**config.mk**
```make
export PLATFORM = sky130hd
export DESIGN_NAME = fair_counting_semaphore
export DESIGN_NICKNAME = d
export VERILOG_FILES = /design/src/hw/rtl/fcs_pkg.sv /design/src/hw/rtl/fair_counting_semaphore.sv /design/src/hw/rtl/fcs_ctrl.sv /design/src/hw/rtl/fcs_datapath.sv
export SDC_FILE = /design/constraint.sdc
export NUM_CORES = 1
export LEC_CHECK = 0
export ABC_AREA = 1
export BUFFER_PORTS_ARGS = -buffer_cell sky130_fd_sc_hd__buf_2
export CORE_ASPECT_RATIO = 1.2
export CORE_UTILIZATION = 43
export DETAILED_ROUTE_END_ITERATION = 12
export GPL_ROUTABILITY_DRIVEN = 0
export HOLD_SLACK_MARGIN = 0.03
export PLACE_DENSITY = 0.68
export SYNTH_ARGS = -nofsm -noshare
export SYNTH_HDL_FRONTEND = slang
export SYNTH_SLANG_ARGS = --single-unit
```
**constraint.sdc**
```tcl
create_clock -name clk -period 2.43 [get_ports clk]
set_input_delay 0.3645 -clock clk [delete_from_list [all_inputs] [get_ports clk]]
set_output_delay 0.3645 -clock clk [all_outputs]
set_load 0.02 [all_outputs]
```
**src/hw/rtl/fcs_pkg.sv**
```systemverilog
// Package with the sizes, codes and types shared by the semaphore modules.
package fcs_pkg;

  // Queue depth and counter width.
  localparam int MAX_WAITERS = 16;
  localparam int COUNT_BITS  = 16;

  // Field widths of the request and result transfers.
  localparam int ID_W      = 4;
  localparam int STATUS_W  = 3;
  localparam int WAITING_W = 5;
  localparam int CFG_W     = 16;

  // Queue pointer and fill widths follow the queue depth.
  localparam int PTR_W  = $clog2(MAX_WAITERS);
  localparam int FILL_W = $clog2(MAX_WAITERS + 1);

  localparam logic [COUNT_BITS-1:0] CNT_MAX = {COUNT_BITS{1'b1}};
  localparam logic [CFG_W-1:0]      INIT_RESET = CFG_W'(1);

  // Request kinds.
  localparam logic REQ_ACQUIRE = 1'b0;
  localparam logic REQ_RELEASE = 1'b1;

  // Result codes.
  typedef enum logic [STATUS_W-1:0] {
    RES_GRANTED = 3'd0,
    RES_QUEUED  = 3'd1,
    RES_PASSED  = 3'd2,
    RES_INCR    = 3'd3,
    RES_FULL    = 3'd4,
    RES_AT_MAX  = 3'd5
  } result_t;

  // Commands from the controller to the datapath.
  typedef struct packed {
    logic    load_req;
    logic    exec;
    logic    dec;
    logic    inc;
    logic    push;
    logic    pop;
    result_t result;
  } dp_cmd_t;

  // Status from the datapath to the controller.
  typedef struct packed {
    logic req_type;
    logic count_zero;
    logic count_max;
    logic queue_full;
    logic queue_empty;
  } dp_flags_t;

  // Load value for the counter: saturates when the counter is narrower.
  function automatic logic [COUNT_BITS-1:0] load_count(input logic [CFG_W-1:0] v);
    logic [COUNT_BITS-1:0] res;
    begin
      if (COUNT_BITS >= CFG_W) begin
        res = COUNT_BITS'(v);
      end else if (v > CFG_W'(CNT_MAX)) begin
        res = CNT_MAX;
      end else begin
        res = COUNT_BITS'(v);
      end
      return res;
    end
  endfunction

endpackage

```
**src/hw/rtl/fair_counting_semaphore.sv**
```systemverilog
// Top level of the fair counting semaphore: register port, controller and datapath.
//
// One request (acquire or release) is accepted when start is high and busy
// is low. The controller decides the request in its execute state against the
// registered count and queue state, so busy is high for the cycle after the
// accepted transfer and no new request is taken until that decision is made. The
// result shows on status, grant_id, waiting and count_now, registered from the
// execute state, with done high for exactly one cycle; there is no way to hold
// it, so the receiver must take it in that cycle. Waiters are
// served in arrival order. Writing initial_value (address 0) reloads the
// count and empties the wait queue; do so only while no request is pending.
module fair_counting_semaphore
  import fcs_pkg::*;
(
  input  logic                 clk,
  input  logic                 rst,
  input  logic                 start,
  output logic                 busy,
  input  logic                 req_type,
  input  logic [ID_W-1:0]      requester_id,
  output logic                 done,
  output logic [STATUS_W-1:0]  status,
  output logic [ID_W-1:0]      grant_id,
  output logic [WAITING_W-1:0] waiting,
  output logic [15:0]          count_now,
  input  logic                 psel,
  input  logic                 penable,
  input  logic                 pwrite,
  input  logic [2:0]           paddr,
  input  logic [31:0]          pwdata,
  output logic [31:0]          prdata,
  output logic                 pready
);

  logic             init_sel;
  logic             init_write;
  logic [CFG_W-1:0] initial_value;
  dp_cmd_t          cmd;
  dp_flags_t        flags;

  // Register decode; the only register answers wherever paddr[2] is low (addresses 0 to 3).
  assign pready     = 1'b1;
  assign init_sel   = ~paddr[2];
  assign init_write = psel & penable & pwrite & pready & init_sel;
  assign prdata     = init_sel ? 32'(initial_value) : '0;

  // Initial-value register.
  always_ff @(posedge clk) begin
    if (rst) begin
      initial_value <= INIT_RESET;
    end else if (init_write) begin
      initial_value <= pwdata[CFG_W-1:0];
    end
  end

  fcs_ctrl u_ctrl (
    .clk   (clk),
    .rst   (rst),
    .start (start),
    .flags (flags),
    .busy  (busy),
    .cmd   (cmd)
  );

  fcs_datapath u_datapath (
    .clk          (clk),
    .rst          (rst),
    .cmd          (cmd),
    .reload       (init_write),
    .reload_value (pwdata[CFG_W-1:0]),
    .req_type     (req_type),
    .requester_id (requester_id),
    .flags        (flags),
    .done         (done),
    .status       (status),
    .grant_id     (grant_id),
    .waiting      (waiting),
    .count_now    (count_now)
  );

endmodule

```
**src/hw/rtl/fcs_ctrl.sv**
```systemverilog
// Controller state machine that decodes each request into datapath commands.
module fcs_ctrl
  import fcs_pkg::*;
(
  input  logic      clk,
  input  logic      rst,
  input  logic      start,
  input  dp_flags_t flags,
  output logic      busy,
  output dp_cmd_t   cmd
);

  typedef enum logic [1:0] {
    S_IDLE = 2'b01,
    S_EXEC = 2'b10
  } state_t;

  state_t state;
  state_t state_next;

  // State register.
  always_ff @(posedge clk) begin
    if (rst) begin
      state <= S_IDLE;
    end else begin
      state <= state_next;
    end
  end

  // Next state and command decode.
  always_comb begin
    state_next   = state;
    cmd          = '0;
    cmd.result   = RES_GRANTED;
    busy         = 1'b0;
    case (state)
      S_IDLE: begin
        if (start) begin
          cmd.load_req = 1'b1;
          state_next   = S_EXEC;
        end
      end
      S_EXEC: begin
        busy       = 1'b1;
        cmd.exec   = 1'b1;
        state_next = S_IDLE;
        if (flags.req_type == REQ_ACQUIRE) begin
          // Acquire: grant from the count, else join the queue if it has room.
          if (!flags.count_zero) begin
            cmd.dec    = 1'b1;
            cmd.result = RES_GRANTED;
          end else if (flags.queue_full) begin
            cmd.result = RES_FULL;
          end else begin
            cmd.push   = 1'b1;
            cmd.result = RES_QUEUED;
          end
        end else begin
          // Release: hand over to the oldest waiter, else raise the count unless it is at its maximum.
          if (!flags.queue_empty) begin
            cmd.pop    = 1'b1;
            cmd.result = RES_PASSED;
          end else if (flags.count_max) begin
            cmd.result = RES_AT_MAX;
          end else begin
            cmd.inc    = 1'b1;
            cmd.result = RES_INCR;
          end
        end
      end
      default: begin
        state_next = S_IDLE;
      end
    endcase
  end

endmodule

```
**src/hw/rtl/fcs_datapath.sv**
```systemverilog
// Datapath with the count, the wait queue and the result registers.
module fcs_datapath
  import fcs_pkg::*;
(
  input  logic                 clk,
  input  logic                 rst,
  input  dp_cmd_t              cmd,
  input  logic                 reload,
  input  logic [CFG_W-1:0]     reload_value,
  input  logic                 req_type,
  input  logic [ID_W-1:0]      requester_id,
  output dp_flags_t            flags,
  output logic                 done,
  output logic [STATUS_W-1:0]  status,
  output logic [ID_W-1:0]      grant_id,
  output logic [WAITING_W-1:0] waiting,
  output logic [15:0]          count_now
);

  logic [COUNT_BITS-1:0] count;
  logic [COUNT_BITS-1:0] count_next;
  logic [PTR_W-1:0]      head;
  logic [PTR_W-1:0]      head_next;
  logic [PTR_W-1:0]      tail;
  logic [PTR_W-1:0]      tail_next;
  logic [FILL_W-1:0]     fill;
  logic [FILL_W-1:0]     fill_next;
  logic                  req_kind;
  logic [ID_W-1:0]       req_id;
  logic [ID_W-1:0]       head_id;
  logic [ID_W-1:0]       grant_next;
  logic [ID_W-1:0]       queue_mem [MAX_WAITERS];

  // Pointer advance with wrap at the queue depth.
  function automatic logic [PTR_W-1:0] advance(input logic [PTR_W-1:0] p);
    logic [PTR_W-1:0] res;
    begin
      if (p == PTR_W'(MAX_WAITERS - 1)) begin
        res = '0;
      end else begin
        res = p + PTR_W'(1);
      end
      return res;
    end
  endfunction

  // Status for the controller.
  assign flags.req_type    = req_kind;
  assign flags.count_zero  = (count == '0);
  assign flags.count_max   = (count == CNT_MAX);
  assign flags.queue_full  = (fill == FILL_W'(MAX_WAITERS));
  assign flags.queue_empty = (fill == '0);

  // Next values of the count and the queue bookkeeping.
  always_comb begin
    count_next = count;
    head_next  = head;
    tail_next  = tail;
    fill_next  = fill;
    grant_next = '0;
    if (cmd.dec) begin
      count_next = count - COUNT_BITS'(1);
      grant_next = req_id;
    end
    if (cmd.inc) begin
      count_next = count + COUNT_BITS'(1);
    end
    if (cmd.push) begin
      tail_next = advance(tail);
      fill_next = fill + FILL_W'(1);
    end
    if (cmd.pop) begin
      head_next  = advance(head);
      fill_next  = fill - FILL_W'(1);
      grant_next = head_id;
    end
  end

  // Request capture at the accepted transfer.
  always_ff @(posedge clk) begin
    if (cmd.load_req) begin
      req_kind <= req_type;
      req_id   <= requester_id;
    end
  end

  // Wait queue storage; the oldest entry is read as a request is taken.
  always_ff @(posedge clk) begin
    if (cmd.push) begin
      queue_mem[tail] <= req_id;
    end
    if (cmd.load_req) begin
      head_id <= queue_mem[head];
    end
  end

  // Count and pointers; a register write reloads them.
  always_ff @(posedge clk) begin
    if (rst) begin
      count <= load_count(INIT_RESET);
      head  <= '0;
      tail  <= '0;
      fill  <= '0;
    end else if (reload) begin
      count <= load_count(reload_value);
      head  <= '0;
      tail  <= '0;
      fill  <= '0;
    end else if (cmd.exec) begin
      count <= count_next;
      head  <= head_next;
      tail  <= tail_next;
      fill  <= fill_next;
    end
  end

  // Result strobe.
  always_ff @(posedge clk) begin
    if (rst) begin
      done <= 1'b0;
    end else begin
      done <= cmd.exec;
    end
  end

  // Result payload.
  always_ff @(posedge clk) begin
    if (cmd.exec) begin
      status    <= cmd.result;
      grant_id  <= grant_next;
      waiting   <= WAITING_W'(fill_next);
      count_now <= 16'(count_next);
    end
  end

endmodule

```
## After elaboration in Yosys (flattened, before gate mapping)

Memories as Yosys holds them, arrays and structs flattened. A register that Yosys moved wholly into a read port is not among the register bits.
Index checks and enable logic that the tools add are counted.

- Word-level logic and storage cells: 70
- Bits in writable memories: 64
- Register bits after elaboration: 81
- Memories kept: 1

Memory list:

| memory | depth | width | read ports | clocked after memory_dff | wr ports | line | text |
|---|---|---|---|---|---|---|---|
| u_datapath.queue_mem | 16 | 4 | 1 | 1 | 1 | fcs_datapath.sv:32 | `logic [ID_W-1:0] queue_mem [MAX_WAITERS];` |

- Muxes and demuxes: 32
- Add/subtract/negate cells: 6
- Bitwise operators: 5
- Reduce and logical (&&, ||, !) cells: 7
- Equality and inequality tests: 6

Operators with widths:

| kind | count |
|---|---|
| $mux 16 | 5 |
| $add 16x1->16 const B | 1 |
| $eq 16x16->1 const B | 1 |
| $logic_not 16->1 | 1 |
| $mux 4 | 4 |
| $sub 16x1->16 const B | 1 |
| $mux 1 | 15 |
| $mux 3 | 5 |
| $mux 5 | 2 |
| $add 4x1->4 const B | 2 |
| $eq 4x4->1 const B | 2 |
| $mux 8 | 1 |
| $add 5x1->5 const B | 1 |
| $eq 5x5->1 const B | 1 |
| $logic_not 5->1 | 1 |
| $sub 5x1->5 const B | 1 |
| $reduce_and 2->1 | 2 |
| $reduce_or 2->1 | 2 |
| $and 1x1->1 | 3 |
| $eq 2x1->1 const B | 1 |
| $eq 2x2->1 const B | 1 |
| $not 1->1 | 2 |
| $reduce_bool 2->1 | 1 |

## Longest topological paths before layout

- Depth in word-level cells: 9
- Depth in mapped cells: 14

## Hierarchy

From an unflattened synthesis, not the netlist that was laid out.

- Cell total of the unflattened synthesis: 776
- Area, all modules: 7,154.4 um^2

By module, submodules not included:

| module | area each (um^2) | times used | seq. area each (um^2) | cells each |
|---|---|---|---|---|
| fcs_datapath | 5,941.9 | 1 | 3,633.5 | 588 |
| fair_counting_semaphore | 1,046.0 | 1 | 320.3 | 159 |
| fcs_ctrl | 166.4 | 1 | 40.0 | 29 |

## Worst setup path before layout

No wires, ideal clock.

- Path type: reg2reg
- Start point: register u_datapath.count[0]
- End point: memory u_datapath.queue_mem[7][0], enable pin
- Arrival: 1,564 ps
- Cell stages (with the launch flop): 9
- Clock period less this slack: 1,893 ps
- Buffers on the path: 0
- Setup slack: 537 ps
- Library setup time: 329 ps
- Required time: 2,101 ps
- Cell sequence: dfxtp_1 inv_1 ha_1 nand3_1 nor2_2 nand2_4 nor3_4 nand2_1 nor2_1

- Word-level cells in the longest chain between the ends: 6

Ends and longest elaborated chain:

| what | line | text |
|---|---|---|
| from (decl) | fcs_datapath.sv:20 | `logic [COUNT_BITS-1:0] count;` |
| from (signal assigned) | fcs_datapath.sv:100 | `count <= load_count(INIT_RESET);` |
| from (signal assigned) | fcs_datapath.sv:105 | `count <= load_count(reload_value);` |
| from (signal assigned) | fcs_datapath.sv:110 | `count <= count_next;` |
| $logic_not 16->1 | fcs_datapath.sv:49 | `assign flags.count_zero = (count == '0);` |
| $mux 1 | fcs_ctrl.sv:49 | `if (!flags.count_zero) begin` |
| $mux 1 | fcs_ctrl.sv:47 | `if (flags.req_type == REQ_ACQUIRE) begin` |
| $mux 8 | fcs_ctrl.sv:36 | `case (state)` |
| $mux 1 | fcs_datapath.sv:89 | `if (cmd.push) begin` |
| $mux 1 (not written as such) | fcs_datapath.sv:90 | `queue_mem[tail] <= req_id;` |
| to (decl) | fcs_datapath.sv:32 |  |

Every way passes these cells.

## Worst setup path after layout

- Start point: register u_datapath.count[5]
- End point: memory u_datapath.queue_mem[14][2], enable pin

The elaborated chain is that of the path after synthesis.

==> reports/results.ini <==
[clock_tree]
post_cts_resized=0
cts_buffers=17
clockRootBuffer=clkbuf_16
clk_pin_slew_ps=60
cts_tree=yes
cts.sinks=149
worstSkewPairLatency_ps=420
cts_hold_buffers=0
clockBufferDepth=2
htree_levels=4
cts_setup_buffers=0

[synth]
synth-warning-count=0
synth-edff-count=101
seq_area_frac_synth_pct=55.9
synth_cells=764
synthDistinctLibCells=45
synth_top_area_share_pct=42.4
yosysTopAreaCell=edfxtp_1
synth.avg_cell_area_um2=9.36
synth_common_cells=nand2_1, nor2_1, edfxtp_1, inv_1, dfxtp_1
ys_top_cells_by_area=edfxtp_1, dfxtp_1, nand2_1
synth.most_common_cell=nand2_1
synth_area_mm2=0.00715
ys_ff_latch=149
synthArstFlopShare_pct=0
ys.flop_type=edfxtp_1

[critical_path]
setup.worst_path.start=u_datapath.count[5]
r2r_slack_ps=310
timing.rr.end=u_datapath.queue_mem[14][2]
cp-endpoint=u_datapath.queue_mem[14][2]
crit_type=flip-flop to flip-flop
ff2ff_path_depth=7
cp-start-kind=flip-flop
cp.arrival_ps=2200
worstSetupEndpointType=flip-flop
cp.required_ps=2510
cp_max_fo=9
reg2reg_from=u_datapath.count[5]

[grt]
gr-total-overflow=0
antenna_found_initial=0
grt_pass1_vias=5287
grt_max_degree=36
grt_use_total_pct=20.3
grt_pass1_wl_um=26400

[sta]
hold_ws_ps=118
timing.setup.tns_ps=0
finalClockSkew_ps=8.74
finalHoldViolCount=0
fmax_mhz=471
max_slew_margin_pct=56.8
setup_viol=0
timing.final.crit_period_ps=2120
fin_crit_sh_pct=87.4
drv_slew=0
worst_pin_slew_ps=648
rsz0062_at_grt=false

[floorplanning]
std_cell_rows=51
ios=109
start_util_pct=43.9
die_x_um=120
die_area_mm2=0.0171
core-area_mm2=0.0163
chipHeight_um=143

[final_layout]
syn_to_final_growth_pct=16.4
ff_latch_area_mm2=0.00399
layout-drive-gt1-share_pct=18.9
multi_input_area_mm2=0.00262
fill_cells=1502
n_antenna_cell=0
final_cells=1078
design_area_mm2=0.00832
nNetsFinal=910

[place]
port-buffer-count=73
place_hpwl_um=11900
place_area_mm2=0.00774
dp.cells=1046

[power]
power_density_mw_per_mm2=680
vdd_drop_max_v=0.000444
p_leak_nw=3.51

[outcome]
outcome=complete, no violations

[routing]
firstDrtPassIters=5
num_vias=5432
drt-wirelength-per-cell_um=15.3
viasPerCell=5.04
drtIter0Drc=345
routed_wl_um=16500
final_antenna_net_count=0
drc=0

[job]
maxCapViolations=0

[min_path]
worstHoldPathType=input port to flip-flop

[how the worst min path moves through the flow]
| stage | start | endpoint | cells past startpoint |
|---|---|---|---|
| finish | requester_id[1] | u_datapath.req_id[1] | 1 |
| global route | requester_id[1] | u_datapath.req_id[1] | 1 |
| CTS | requester_id[1] | u_datapath.req_id[1] | 1 |
| detailed placement | initial_value[9] | initial_value[9] | 2 |
| global placement | initial_value[9] | initial_value[9] | 2 |
| floorplan | initial_value[7] | initial_value[7] | 2 |
[cell families (layout without fill, tap and decap cells)]
family	after synthesis	count (layout)	share of synthesized area, %
buffers and inverters	123	210	8.21
other	2	17	0.105
muxes	6	6	0.840
DFF	149	149	55.9
AOI/OAI and AO/OA	93	93	8.38
and+or+nand+nor	363	363	22.6
adders and majority gates	11	11	1.93
xor gates and xnor gates	17	17	2.08
[cell type report]
cell class	count	area share (%)
Sequential cell	149	48.0
Multi-Input combinational cell	507	31.5
Timing Repair Buffer	99	6.74
Clock buffer	18	5.16
Inverter	79	3.56
Tap cell	212	3.19
Clock inverter	14	1.82
[flip-flops by register name, indices dropped and copies added, names as in the netlist]
| name | cells |
|---|---|
| u_datapath.count_now | 16 |
| u_datapath.req_kind | 1 |
| u_datapath.count | 16 |
| u_ctrl.state | 2 |
| u_datapath.queue_mem | 64 |
| u_datapath.done | 1 |
| u_datapath.head | 4 |
| u_datapath.tail | 4 |
| initial_value | 16 |
| u_datapath.req_id | 4 |
| u_datapath.fill | 5 |
| u_datapath.status | 3 |
| u_datapath.grant_id | 4 |
| u_datapath.waiting | 5 |
| u_datapath.head_id | 4 |
[worst max-delay path: stages (launching register included)]
cell     delay (ps)
dfxtp_1         380
nor2_2          250
nand2_2         120
nor2_4          140
nand2_4         110
nor3_4          220
nand2_1         200
nor2_1          360
[per-stage QoR]
stage / total power [mW] / worst slack, ps / utilization [%]
2_1_floorplan: 3.05 / 537 / -
3_3_place_gp: 3.14 / 345 / 47.6
3_5_place_dp: 3.14 / 285 / 47.6
4_1_cts: 5.71 / 285 / 51.1
5_1_grt: 5.86 / 120 / 51.1
6_report: 5.66 / 306 / 51.1
[layer usage]
metal  track usage [%]  up-vias  share of wire [%]
met3              4.35       31                5.5
li1                  -     2697                  -
met2              36.0      177                 51
met1              23.4     2527                 41
met5                 0        -                  0
met4              9.41        0                2.5
[layout by cell type, fill, tap and decap left out, drive strengths merged, types with 7 or more instances in the layout]
master	count
clkinv	9
inv	80
dfxtp	48
edfxtp	101
o32ai	10
o22ai	7
o221ai	13
o21ai	39
ha	11
nor2	121
nor3	8
conb	17
a21oi	15
buf	99
nand2	171
nand3	48
xor2	16
clkbuf	18
[power breakdown]
group / switching [mW] / internal, mW / total [mW]
Sequential: 0.0422 / 2.74 / 2.78
Combinational: 0.208 / 0.0993 / 0.307
Clock: 1.04 / 1.52 / 2.57
No activity file was read; power rests on OpenSTA's default activity.
